**src/hdl/abre_pkg.sv**
```systemverilog
package abre_pkg;

   // default coder widths
   localparam int PROB_BITS_DEF      = 12;
   localparam int RUN_COUNT_BITS_DEF = 32;

   // adaptation shift register
   localparam int                  SHIFT_W        = 4;
   localparam logic [SHIFT_W-1:0]  ADAPT_SHIFT_RST = 4'd5;
   localparam logic [SHIFT_W-1:0]  ADAPT_SHIFT_MIN = 4'd1;

   // coder state widths and limits
   localparam int                  LOW_W        = 33;
   localparam int                  RANGE_W      = 32;
   localparam logic [RANGE_W-1:0]  RANGE_RST    = 32'hFFFF_FFFF;
   localparam logic [RANGE_W-1:0]  RENORM_LIMIT = 32'h00FF_FFFF;
   localparam logic [RANGE_W-1:0]  CARRY_LIMIT  = 32'hFF00_0000;
   localparam logic [7:0]          FF_BYTE      = 8'hFF;

   // context tree
   localparam int                  NODE_W       = 8;
   localparam int                  TREE_DEPTH   = 256;
   localparam logic [NODE_W-1:0]   ROOT_NODE    = 8'd1;
   localparam logic [2:0]          LAST_BIT     = 3'd7;
   localparam logic [1:0]          LAST_LOW_BYTE = 2'd3;

   typedef enum logic [3:0] {
      ST_IDLE,
      ST_FETCH,
      ST_MUL,
      ST_UPD,
      ST_REN_CHK,
      ST_REN_RUN,
      ST_FL_LEAD,
      ST_FL_RUN,
      ST_FL_LOW,
      ST_END
   } abre_state_type;

endpackage

```
**src/hdl/abre_intf.sv**
```systemverilog
interface abre_req_if;
   logic       valid;
   logic       ready;
   logic [7:0] sym;
   logic       last;

   modport source (output valid, output sym, output last, input ready);
   modport sink   (input valid, input sym, input last, output ready);
endinterface

interface abre_rsp_if #(
   parameter int RUN_COUNT_BITS = abre_pkg::RUN_COUNT_BITS_DEF
);
   logic                      valid;
   logic                      ready;
   logic [7:0]                out_byte;
   logic [RUN_COUNT_BITS-1:0] repeat_res;
   logic                      final_of_item;
   logic                      stream_end;

   modport source (output valid, output out_byte, output repeat_res,
                   output final_of_item, output stream_end, input ready);
   modport sink   (input valid, input out_byte, input repeat_res,
                   input final_of_item, input stream_end, output ready);
endinterface

interface abre_csr_if;
   logic                         valid;
   logic                         ready;
   logic [abre_pkg::SHIFT_W-1:0] adapt_shift;

   modport source (output valid, output adapt_shift, input ready);
   modport sink   (input valid, input adapt_shift, output ready);
endinterface

```
**src/hdl/adaptive_binary_range_encoder.sv**
```systemverilog
// adaptive binary range encoder, one byte per request transfer, runs out as (byte, count)
// each coded bit steps through fetch, multiply, update and renorm check; each renorm shift repeats
//   the check, adding a run release state when it releases runs; an end state closes the byte
// a new request byte is taken only in idle, after the previous byte is fully coded
// reset: synchronous active high; coder state, tree valid bits and shift (to 5) restored,
//   a flush restores the same coder state but keeps the shift
module adaptive_binary_range_encoder #(
   parameter int PROB_BITS      = abre_pkg::PROB_BITS_DEF,
   parameter int RUN_COUNT_BITS = abre_pkg::RUN_COUNT_BITS_DEF
) (
   input  logic          clock,
   input  logic          reset,
   abre_req_if.sink      req_ch,
   abre_rsp_if.source    rsp_ch,
   abre_csr_if.sink      csr_ch
);

   localparam int                      MUL_A_W  = abre_pkg::RANGE_W - PROB_BITS;
   localparam logic [PROB_BITS:0]      SCALE    = {1'b1, {PROB_BITS{1'b0}}};
   localparam logic [PROB_BITS-1:0]    PROB_HALF = {1'b1, {(PROB_BITS-1){1'b0}}};
   localparam logic [RUN_COUNT_BITS-1:0] RUN_MAX = '1;
   localparam logic [RUN_COUNT_BITS-1:0] RUN_ONE = RUN_COUNT_BITS'(1);

   // sequencer
   abre_pkg::abre_state_type state_ff, state_in;

   // item registers
   logic [7:0]                         sym_ff, sym_in;
   logic                               last_ff, last_in;
   logic [abre_pkg::NODE_W-1:0]        node_ff, node_in;
   logic [2:0]                         bit_cnt_ff, bit_cnt_in;
   logic [1:0]                         fl_cnt_ff, fl_cnt_in;

   // coder state
   logic [abre_pkg::LOW_W-1:0]         low_ff, low_in;
   logic [abre_pkg::RANGE_W-1:0]       range_ff, range_in;
   logic [RUN_COUNT_BITS-1:0]          pcount_ff, pcount_in;
   logic [7:0]                         pbyte_ff, pbyte_in;
   logic [abre_pkg::RANGE_W-1:0]       mid_ff, mid_in;
   logic [abre_pkg::SHIFT_W-1:0]       shift_ff, shift_in;

   // probability tree ram with per-entry valid bits
   logic [PROB_BITS-1:0]               prob_mem [abre_pkg::TREE_DEPTH];
   logic [abre_pkg::TREE_DEPTH-1:0]    prob_vld_ff, prob_vld_in;
   logic [PROB_BITS-1:0]               prob_rd_ff;
   logic                               prob_rd_vld_ff;
   logic                               mem_we;
   logic [PROB_BITS-1:0]               mem_wdata;

   // held run (last one produced, waiting to learn if it ends the item)
   logic                               held_v_ff, held_v_in;
   logic [7:0]                         held_byte_ff, held_byte_in;
   logic [RUN_COUNT_BITS-1:0]          held_cnt_ff, held_cnt_in;

   // response register
   logic                               rsp_v_ff, rsp_v_in;
   logic [7:0]                         rsp_byte_ff, rsp_byte_in;
   logic [RUN_COUNT_BITS-1:0]          rsp_cnt_ff, rsp_cnt_in;
   logic                               rsp_final_ff, rsp_final_in;
   logic                               rsp_end_ff, rsp_end_in;

   // datapath
   logic [PROB_BITS-1:0]               p_cur;
   logic [MUL_A_W-1:0]                 mul_a;
   logic [abre_pkg::RANGE_W-1:0]       mid_calc;
   logic [abre_pkg::SHIFT_W-1:0]       shift_eff;
   logic [PROB_BITS:0]                 up_delta;
   logic [PROB_BITS-1:0]               dn_delta;
   logic [PROB_BITS-1:0]               p_one, p_zero;
   logic                               cur_bit;
   logic                               need_renorm, do_release, carry;
   logic [7:0]                         lead_byte, run_byte;
   logic [RUN_COUNT_BITS-1:0]          run_cnt, pcount_inc;
   logic [abre_pkg::LOW_W-1:0]         low_shl;
   logic [abre_pkg::RANGE_W-1:0]       range_shl;

   // run emission
   logic                               put_v, put_ok, out_free, end_ok, clear_state;
   logic [7:0]                         put_byte;
   logic [RUN_COUNT_BITS-1:0]          put_cnt;
   logic                               req_fire;

   assign req_ch.ready = (state_ff == abre_pkg::ST_IDLE);
   assign req_fire     = req_ch.valid && req_ch.ready;
   assign csr_ch.ready = 1'b1;

   assign rsp_ch.valid         = rsp_v_ff;
   assign rsp_ch.out_byte      = rsp_byte_ff;
   assign rsp_ch.repeat_res    = rsp_cnt_ff;
   assign rsp_ch.final_of_item = rsp_final_ff;
   assign rsp_ch.stream_end    = rsp_end_ff;

   // shared arithmetic: probability, split point and adaptation
   assign p_cur     = prob_rd_vld_ff ? prob_rd_ff : PROB_HALF;
   assign mul_a     = range_ff[abre_pkg::RANGE_W-1:PROB_BITS];
   assign mid_calc  = abre_pkg::RANGE_W'(mul_a) * abre_pkg::RANGE_W'(p_cur);
   assign shift_eff = (shift_ff == '0) ? abre_pkg::ADAPT_SHIFT_MIN : shift_ff;
   assign up_delta  = (SCALE - {1'b0, p_cur}) >> shift_eff;
   assign dn_delta  = p_cur >> shift_eff;
   assign p_one     = p_cur + up_delta[PROB_BITS-1:0];
   assign p_zero    = p_cur - dn_delta;
   assign cur_bit   = sym_ff[7];

   // renormalization and carry handling
   assign need_renorm = (range_ff <= abre_pkg::RENORM_LIMIT);
   assign carry       = low_ff[abre_pkg::LOW_W-1];
   assign do_release  = (low_ff[abre_pkg::RANGE_W-1:0] < abre_pkg::CARRY_LIMIT) || carry;
   assign lead_byte   = pbyte_ff + {7'd0, carry};
   assign run_byte    = carry ? 8'h00 : abre_pkg::FF_BYTE;
   assign run_cnt     = pcount_ff - RUN_ONE;
   assign pcount_inc  = (pcount_ff != RUN_MAX) ? pcount_ff + RUN_ONE : pcount_ff;
   assign low_shl     = {1'b0, low_ff[23:0], 8'h00};
   assign range_shl   = {range_ff[23:0], 8'h00};

   // a new run may enter the holding slot if it is empty or the old one can move out
   assign out_free = !rsp_v_ff || rsp_ch.ready;
   assign put_ok   = !put_v || !held_v_ff || out_free;
   assign end_ok   = !held_v_ff || out_free;

   // next state
   always_comb begin
      state_in = state_ff;
      unique case (state_ff)
         abre_pkg::ST_IDLE: begin
            if (req_fire) state_in = abre_pkg::ST_FETCH;
         end
         abre_pkg::ST_FETCH: state_in = abre_pkg::ST_MUL;
         abre_pkg::ST_MUL:   state_in = abre_pkg::ST_UPD;
         abre_pkg::ST_UPD:   state_in = abre_pkg::ST_REN_CHK;
         abre_pkg::ST_REN_CHK: begin
            priority if (need_renorm) begin
               if (do_release && put_ok) state_in = abre_pkg::ST_REN_RUN;
            end else if (bit_cnt_ff != abre_pkg::LAST_BIT) begin
               state_in = abre_pkg::ST_FETCH;
            end else if (last_ff) begin
               state_in = abre_pkg::ST_FL_LEAD;
            end else begin
               state_in = abre_pkg::ST_END;
            end
         end
         abre_pkg::ST_REN_RUN: begin
            if (put_ok) state_in = abre_pkg::ST_REN_CHK;
         end
         abre_pkg::ST_FL_LEAD: begin
            if (put_ok) state_in = abre_pkg::ST_FL_RUN;
         end
         abre_pkg::ST_FL_RUN: begin
            if (put_ok) state_in = abre_pkg::ST_FL_LOW;
         end
         abre_pkg::ST_FL_LOW: begin
            if (put_ok && fl_cnt_ff == abre_pkg::LAST_LOW_BYTE) state_in = abre_pkg::ST_END;
         end
         abre_pkg::ST_END: begin
            if (end_ok) state_in = abre_pkg::ST_IDLE;
         end
         default: state_in = abre_pkg::ST_IDLE;
      endcase
   end

   // datapath and run emission
   always_comb begin
      sym_in      = sym_ff;
      last_in     = last_ff;
      node_in     = node_ff;
      bit_cnt_in  = bit_cnt_ff;
      fl_cnt_in   = fl_cnt_ff;
      low_in      = low_ff;
      range_in    = range_ff;
      pcount_in   = pcount_ff;
      pbyte_in    = pbyte_ff;
      mid_in      = mid_ff;
      mem_we      = 1'b0;
      mem_wdata   = p_zero;
      put_v       = 1'b0;
      put_byte    = lead_byte;
      put_cnt     = RUN_ONE;
      clear_state = 1'b0;

      unique case (state_ff)
         abre_pkg::ST_IDLE: begin
            if (req_fire) begin
               sym_in     = req_ch.sym;
               last_in    = req_ch.last;
               node_in    = abre_pkg::ROOT_NODE;
               bit_cnt_in = '0;
               fl_cnt_in  = '0;
            end
         end
         abre_pkg::ST_FETCH: begin
            // tree ram read of the current node is in flight
         end
         abre_pkg::ST_MUL: begin
            mid_in = mid_calc;
         end
         abre_pkg::ST_UPD: begin
            mem_we = 1'b1;
            if (cur_bit) begin
               range_in  = mid_ff;
               mem_wdata = p_one;
            end else begin
               low_in    = low_ff + abre_pkg::LOW_W'(mid_ff);
               range_in  = range_ff - mid_ff;
               mem_wdata = p_zero;
            end
            node_in = {node_ff[abre_pkg::NODE_W-2:0], cur_bit};
            sym_in  = {sym_ff[6:0], 1'b0};
         end
         abre_pkg::ST_REN_CHK: begin
            if (need_renorm) begin
               if (do_release) begin
                  // lead byte plus carry leaves first
                  put_v    = 1'b1;
                  put_byte = lead_byte;
                  put_cnt  = RUN_ONE;
               end else begin
                  // top byte is 0xff with no carry: it joins the pending run
                  pcount_in = pcount_inc;
                  low_in    = low_shl;
                  range_in  = range_shl;
               end
            end else if (bit_cnt_ff != abre_pkg::LAST_BIT) begin
               bit_cnt_in = bit_cnt_ff + 3'd1;
            end
         end
         abre_pkg::ST_REN_RUN: begin
            put_v    = (run_cnt != '0);
            put_byte = run_byte;
            put_cnt  = run_cnt;
            if (put_ok) begin
               pbyte_in  = low_ff[31:24];
               pcount_in = RUN_ONE;
               low_in    = low_shl;
               range_in  = range_shl;
            end
         end
         abre_pkg::ST_FL_LEAD: begin
            put_v    = 1'b1;
            put_byte = lead_byte;
            put_cnt  = RUN_ONE;
         end
         abre_pkg::ST_FL_RUN: begin
            put_v    = (run_cnt != '0);
            put_byte = run_byte;
            put_cnt  = run_cnt;
         end
         abre_pkg::ST_FL_LOW: begin
            put_v    = 1'b1;
            put_byte = low_ff[31:24];
            put_cnt  = RUN_ONE;
            if (put_ok) begin
               low_in    = low_shl;
               fl_cnt_in = fl_cnt_ff + 2'd1;
            end
         end
         abre_pkg::ST_END: begin
            clear_state = end_ok && last_ff;
         end
         default: begin
         end
      endcase

      if (clear_state) begin
         low_in    = '0;
         range_in  = abre_pkg::RANGE_RST;
         pcount_in = RUN_ONE;
         pbyte_in  = '0;
      end
   end

   // holding slot and response register
   always_comb begin
      held_v_in    = held_v_ff;
      held_byte_in = held_byte_ff;
      held_cnt_in  = held_cnt_ff;
      rsp_v_in     = rsp_v_ff && !rsp_ch.ready;
      rsp_byte_in  = rsp_byte_ff;
      rsp_cnt_in   = rsp_cnt_ff;
      rsp_final_in = rsp_final_ff;
      rsp_end_in   = rsp_end_ff;

      if (put_v && put_ok) begin
         // older held run is not the last one of the item
         if (held_v_ff) begin
            rsp_v_in     = 1'b1;
            rsp_byte_in  = held_byte_ff;
            rsp_cnt_in   = held_cnt_ff;
            rsp_final_in = 1'b0;
            rsp_end_in   = 1'b0;
         end
         held_v_in    = 1'b1;
         held_byte_in = put_byte;
         held_cnt_in  = put_cnt;
      end else if (state_ff == abre_pkg::ST_END && end_ok && held_v_ff) begin
         rsp_v_in     = 1'b1;
         rsp_byte_in  = held_byte_ff;
         rsp_cnt_in   = held_cnt_ff;
         rsp_final_in = 1'b1;
         rsp_end_in   = last_ff;
         held_v_in    = 1'b0;
      end
   end

   // tree valid bits: cleared by reset and by flush
   always_comb begin
      prob_vld_in = prob_vld_ff;
      if (mem_we) prob_vld_in[node_ff] = 1'b1;
      if (clear_state) prob_vld_in = '0;
   end

   // tree ram, registered read
   always_ff @(posedge clock) begin
      if (mem_we) prob_mem[node_ff] <= mem_wdata;
      prob_rd_ff     <= prob_mem[node_ff];
      prob_rd_vld_ff <= prob_vld_ff[node_ff];
   end

   // configuration register
   always_ff @(posedge clock) begin
      if (reset) begin
         shift_ff <= abre_pkg::ADAPT_SHIFT_RST;
      end else begin
         shift_ff <= shift_in;
      end
   end

   always_comb begin
      shift_in = shift_ff;
      if (csr_ch.valid && csr_ch.ready) shift_in = csr_ch.adapt_shift;
   end

   // control and coder state
   always_ff @(posedge clock) begin
      if (reset) begin
         state_ff    <= abre_pkg::ST_IDLE;
         low_ff      <= '0;
         range_ff    <= abre_pkg::RANGE_RST;
         pcount_ff   <= RUN_ONE;
         pbyte_ff    <= '0;
         prob_vld_ff <= '0;
         held_v_ff   <= 1'b0;
         rsp_v_ff    <= 1'b0;
      end else begin
         state_ff    <= state_in;
         low_ff      <= low_in;
         range_ff    <= range_in;
         pcount_ff   <= pcount_in;
         pbyte_ff    <= pbyte_in;
         prob_vld_ff <= prob_vld_in;
         held_v_ff   <= held_v_in;
         rsp_v_ff    <= rsp_v_in;
      end
   end

   // payload registers
   always_ff @(posedge clock) begin
      sym_ff       <= sym_in;
      last_ff      <= last_in;
      node_ff      <= node_in;
      bit_cnt_ff   <= bit_cnt_in;
      fl_cnt_ff    <= fl_cnt_in;
      mid_ff       <= mid_in;
      held_byte_ff <= held_byte_in;
      held_cnt_ff  <= held_cnt_in;
      rsp_byte_ff  <= rsp_byte_in;
      rsp_cnt_ff   <= rsp_cnt_in;
      rsp_final_ff <= rsp_final_in;
      rsp_end_ff   <= rsp_end_in;
   end

endmodule
```
**src/flat_wrapper.sv**
```systemverilog
// flat-port wrapper written by rule: the top's interface ports become plain ports
module adaptive_binary_range_encoder_flat 
#(
   parameter int PROB_BITS      = abre_pkg::PROB_BITS_DEF,
   parameter int RUN_COUNT_BITS = abre_pkg::RUN_COUNT_BITS_DEF
)
  (clock, reset, req_ch_valid, req_ch_sym, req_ch_last, req_ch_ready, rsp_ch_valid, rsp_ch_out_byte, rsp_ch_repeat_res, rsp_ch_final_of_item, rsp_ch_stream_end, rsp_ch_ready, csr_ch_valid, csr_ch_adapt_shift, csr_ch_ready);
  abre_req_if req_ch_i ();
  abre_rsp_if #(.RUN_COUNT_BITS(RUN_COUNT_BITS)) rsp_ch_i ();
  abre_csr_if csr_ch_i ();
  input  logic clock;
  input  logic reset;
  input wire logic [$bits(req_ch_i.valid)-1:0] req_ch_valid;
  input wire logic [$bits(req_ch_i.sym)-1:0] req_ch_sym;
  input wire logic [$bits(req_ch_i.last)-1:0] req_ch_last;
  output wire logic [$bits(req_ch_i.ready)-1:0] req_ch_ready;
  output wire logic [$bits(rsp_ch_i.valid)-1:0] rsp_ch_valid;
  output wire logic [$bits(rsp_ch_i.out_byte)-1:0] rsp_ch_out_byte;
  output wire logic [$bits(rsp_ch_i.repeat_res)-1:0] rsp_ch_repeat_res;
  output wire logic [$bits(rsp_ch_i.final_of_item)-1:0] rsp_ch_final_of_item;
  output wire logic [$bits(rsp_ch_i.stream_end)-1:0] rsp_ch_stream_end;
  input wire logic [$bits(rsp_ch_i.ready)-1:0] rsp_ch_ready;
  input wire logic [$bits(csr_ch_i.valid)-1:0] csr_ch_valid;
  input wire logic [$bits(csr_ch_i.adapt_shift)-1:0] csr_ch_adapt_shift;
  output wire logic [$bits(csr_ch_i.ready)-1:0] csr_ch_ready;
  assign req_ch_i.valid = req_ch_valid;
  assign req_ch_i.sym = req_ch_sym;
  assign req_ch_i.last = req_ch_last;
  assign req_ch_ready = req_ch_i.ready;
  assign rsp_ch_valid = rsp_ch_i.valid;
  assign rsp_ch_out_byte = rsp_ch_i.out_byte;
  assign rsp_ch_repeat_res = rsp_ch_i.repeat_res;
  assign rsp_ch_final_of_item = rsp_ch_i.final_of_item;
  assign rsp_ch_stream_end = rsp_ch_i.stream_end;
  assign rsp_ch_i.ready = rsp_ch_ready;
  assign csr_ch_i.valid = csr_ch_valid;
  assign csr_ch_i.adapt_shift = csr_ch_adapt_shift;
  assign csr_ch_ready = csr_ch_i.ready;
  adaptive_binary_range_encoder #(.PROB_BITS(PROB_BITS), .RUN_COUNT_BITS(RUN_COUNT_BITS)) u_core (.clock(clock), .reset(reset), .req_ch(req_ch_i), .rsp_ch(rsp_ch_i), .csr_ch(csr_ch_i));
endmodule
```
**config.mk**
```make
export PLATFORM = sky130hd
export DESIGN_NAME = adaptive_binary_range_encoder_flat
export DESIGN_NICKNAME = d
export VERILOG_FILES = /design/src/hdl/abre_pkg.sv /design/src/hdl/abre_intf.sv /design/src/hdl/adaptive_binary_range_encoder.sv /design/src/flat_wrapper.sv
export SDC_FILE = /design/constraint.sdc
export NUM_CORES = 2
export LEC_CHECK = 0
export BUFFER_PORTS_ARGS = -buffer_cell sky130_fd_sc_hd__buf_2
export CAP_MARGIN = 20
export CORE_MARGIN = 5
export CORE_UTILIZATION = 30
export DETAILED_ROUTE_END_ITERATION = 6
export GPL_TIMING_DRIVEN = 0
export SLEW_MARGIN = 20
export SYNTH_ARGS = -nofsm -noshare
export SYNTH_HDL_FRONTEND = slang
export SYNTH_SLANG_ARGS = --single-unit
export TNS_END_PERCENT = 10
```
**constraint.sdc**
```tcl
create_clock -name clock -period 24 [get_ports clock]
set_input_delay 1.2 -clock clock [delete_from_list [all_inputs] [get_ports clock]]
set_output_delay 1.2 -clock clock [all_outputs]
set_load 0.02 [all_outputs]
```
==> qor.yml <==
route:
  routed_wl_mm: 599
  drc_errors: 0
  routed_via_density: 5.72
  drtIter0Drc: 16200
  ant_nets: 0
  num_vias: 92600
  wire_per_inst_um: 37.0
  first_pass_iters: 7
clock_network:
  clock_path_buffers: 4
  cts_tree: "built"
  cts_buffers: 358
  cts_max_level: 5
  postCtsResizedCells: 0
  cts.sinks: 3592
  clockRootBuffer: "clkbuf_16"
  cts.reportedPaths.clkPinSlew_ps: 60
  holdBufCountCts: 0
  cts_setup_buffers: 0
  insertion_delay_ps: 1000
sta:
  maxSlewViolCount: 0
  maxSlewHeadroom_pct: 11.3
  fin_worst_skew_ps: 111
  rsz0062_at_grt: "no"
  tightest_slew_ps: 1330
  hold_violations: 0
  period_share_pct: 34.6
  fmax_mhz: 120
  setup_viol: 0
  worst_slack_ps: 15690
  finalCriticalPeriod_ps: 8310
floorplanning:
  io_pins: 63
  row_count: 260
  fp.coreArea_mm2: 0.501
  die_area_mm2: 0.516
  die_w_um: 718
  die_y_um: 718
  start_util_pct: 30.1
logic_synthesis:
  synthDistinctLibCells: 90
  synthesis.nets: 8693
  synth_cells: 8327
  ys_async_sr_fraction_pct: 0
  synth-edff-count: 3208
  netlist_area_mm2: 0.151
  yosysWarnings: 0
  synth-seq-cells: 3592
  ys_seq_area_share_pct: 69.1
  avgSynthCellArea_um2: 18.1
  ys.flop_type: "edfxtp_1"
setup_path:
  slowest_delay_ps: 740
  critical_path_class: "flop to flop"
  worst-path-buf-inv: 8
  arrival_ps: 8950
  critPathRequiredTime_ps: 24640
  critPathMaxFanout: 11
  critPathLaunchType: "flop"
  regToRegSetupSlack_ps: 15690
  path_delay_family: "adder cells"
  cp_common_cell: "fa_1"
  crit_path_top_delay_cell: "o41ai_1"
  worstSetupEndpointType: "flop"
power:
  power_density_mw_per_mm2: 85.9
  p_switching_mw: 4.36
  ir_drop_mv: 0.0633
  power_frac_clock_pct: 36.0
  seq_power_share_pct: 46.9
  p_sw_share_pct: 28.2
  combPwrFrac_pct: 17.1
  p_leak_nw: 59.0
  p_int_mw: 11.1
global_routing:
  grt_util_met1_pct: 27.9
  use_met3_pct: 9.24
  grt_use_met2_pct: 32.6
  gr-total-overflow: 0
  grt_max_degree: 84
  grtUsageTotal_pct: 22.5
  grt_pass1_wl_mm: 790
  grt.busiest_layer: "met2"
  grt_pass1_vias: 87400
  antenna_found_initial: 66
cells_and_area:
  seqCellArea_mm2: 0.104
  fin_cells: 16200
  multi_input_area_mm2: 0.0446
  layout_commonest_cell: "edfxtp_1"
  area_delta_synth_final_pct: 19.5
  fillers: 46000
  drive_gt1_share_pct: 28.0
  nets: 9524
  layout_common_cells: "edfxtp_1, mux4_2, nor2_1"
run_status:
  outcome: "complete, no violations"
run:
  maxCapViolations: 0
placement:
  io_buffers: 59
  dpl.hpwl_mm: 427
  placed_cells: 15500
  place_congestion: 0.992
  dpl_worst_slack_ps: 15870
hold_path:
  hold_path_class: "flop to flop"
-- registers in the layout, summed over array words and instances (netlist names), 12 cells and up --
name	count
u_core.prob_mem	3072
u_core.prob_vld_ff	256
u_core.low_ff	33
u_core.held_cnt_ff	32
u_core.mid_ff	32
u_core.pcount_ff	32
u_core.range_ff	32
u_core.rsp_ch.repeat_res	32
u_core.prob_rd_ff	12
-- path summary, 6_finish.rpt --
path	from	end	cells past startpoint
hold / removal	u_core.held_cnt_ff[10]	u_core.rsp_ch.repeat_res[10]	0
hold reg to reg	u_core.held_cnt_ff[10]	u_core.rsp_ch.repeat_res[10]	0
setup / recovery	u_core.prob_rd_vld_ff	u_core.mid_ff[30]	26
setup reg to reg	u_core.prob_rd_vld_ff	u_core.mid_ff[30]	26
-- worst reg2reg max path, stage by stage (launching register included) --
cell	delay [ps]
dfxtp_1	410
clkbuf_1	320
nand2_1	260
inv_1	260
clkbuf_1	470
clkbuf_1	640
nand2_1	180
fa_1	540
fa_1	530
inv_1	60
fa_1	490
fa_1	490
inv_1	50
fa_1	510
inv_1	50
ha_1	260
clkbuf_1	190
a21oi_1	180
o21ai_0	140
a21oi_1	200
o31ai_1	130
a22o_1	280
o41ai_1	750
nor2_1	110
o21ai_0	280
a21oi_1	120
xor2_1	170
-- per-stage QoR --
stage	instance area [um^2]	hold WS, ps	utilization (%)	TNS (ps)	total power [mW]
after floorplan	151000	400	-	0	8.54
after global placement	159000	409	31.8	-3228060	9.87
after detailed placement	168000	405	33.6	0	9.89
after CTS	180000	376	35.9	0	15.3
after global routing	180000	421	35.9	0	15.7
final	180000	418	35.9	0	15.4
-- per-layer routing --
layer	vias to the layer above	wire [um]
met5	-	179
met4	26	43300
met3	1523	89200
met2	7541	257000
met1	48800	209000
li1	34700	-
-- synth_stat cells, types with 53 or more instances --
cell / number / share of area [%]
edfxtp_1: 3208 / 64
mux4_2: 1054 / 16
nor2_1: 739 / 1.8
nand2_1: 403 / 1.0
dfxtp_1: 384 / 5.1
inv_1: 294 / 0.73
clkbuf_1: 289 / 0.72
fa_1: 184 / 2.4
a21oi_1: 182 / 0.60
ha_1: 164 / 1.4
o21ai_0: 148 / 0.49
o21a_1: 142 / 0.71
buf_2: 127 / 0.42
xnor2_1: 82 / 0.48
and3_1: 76 / 0.32
xor2_1: 66 / 0.38
a22oi_1: 61 / 0.30
nor3_1: 61 / 0.20
nand3_1: 53 / 0.18
-- cell families after synthesis --
logic type               share of synthesized area [%]
flip-flops                                        69.1
multiplexers                                      16.0
adder cells (fa/ha/maj)                           3.81
AO/OA/AOI/OAI                                     3.48
buffers and inverters                             2.07
AND/OR/NAND/NOR                                   4.66
other                                          0.00249
XOR/XNOR                                         0.861
-- final cells by class --
type	instances	share of cell area [%]
timing repair buffer	471	4.46
antenna	37	0.0515
clock buffer	489	5.46
inverter	300	0.626
buffer	473	1.25
multi-input combinational	3962	24.8
sequential	3592	57.8
tap	6681	4.65
clock inverter	170	0.892
-- power by group through the flow --
stage               sequential, mW  combinational, mW  clock, mW
floorplan                     7.53               1.01          0
global placement              7.78               2.09          0
detailed placement            7.37               2.52          0
finish                        7.24               2.64       5.57
CTS                           7.24               2.52       5.58
global route                  7.24               2.64       5.85
No activity file was read; power rests on OpenSTA's default activity.
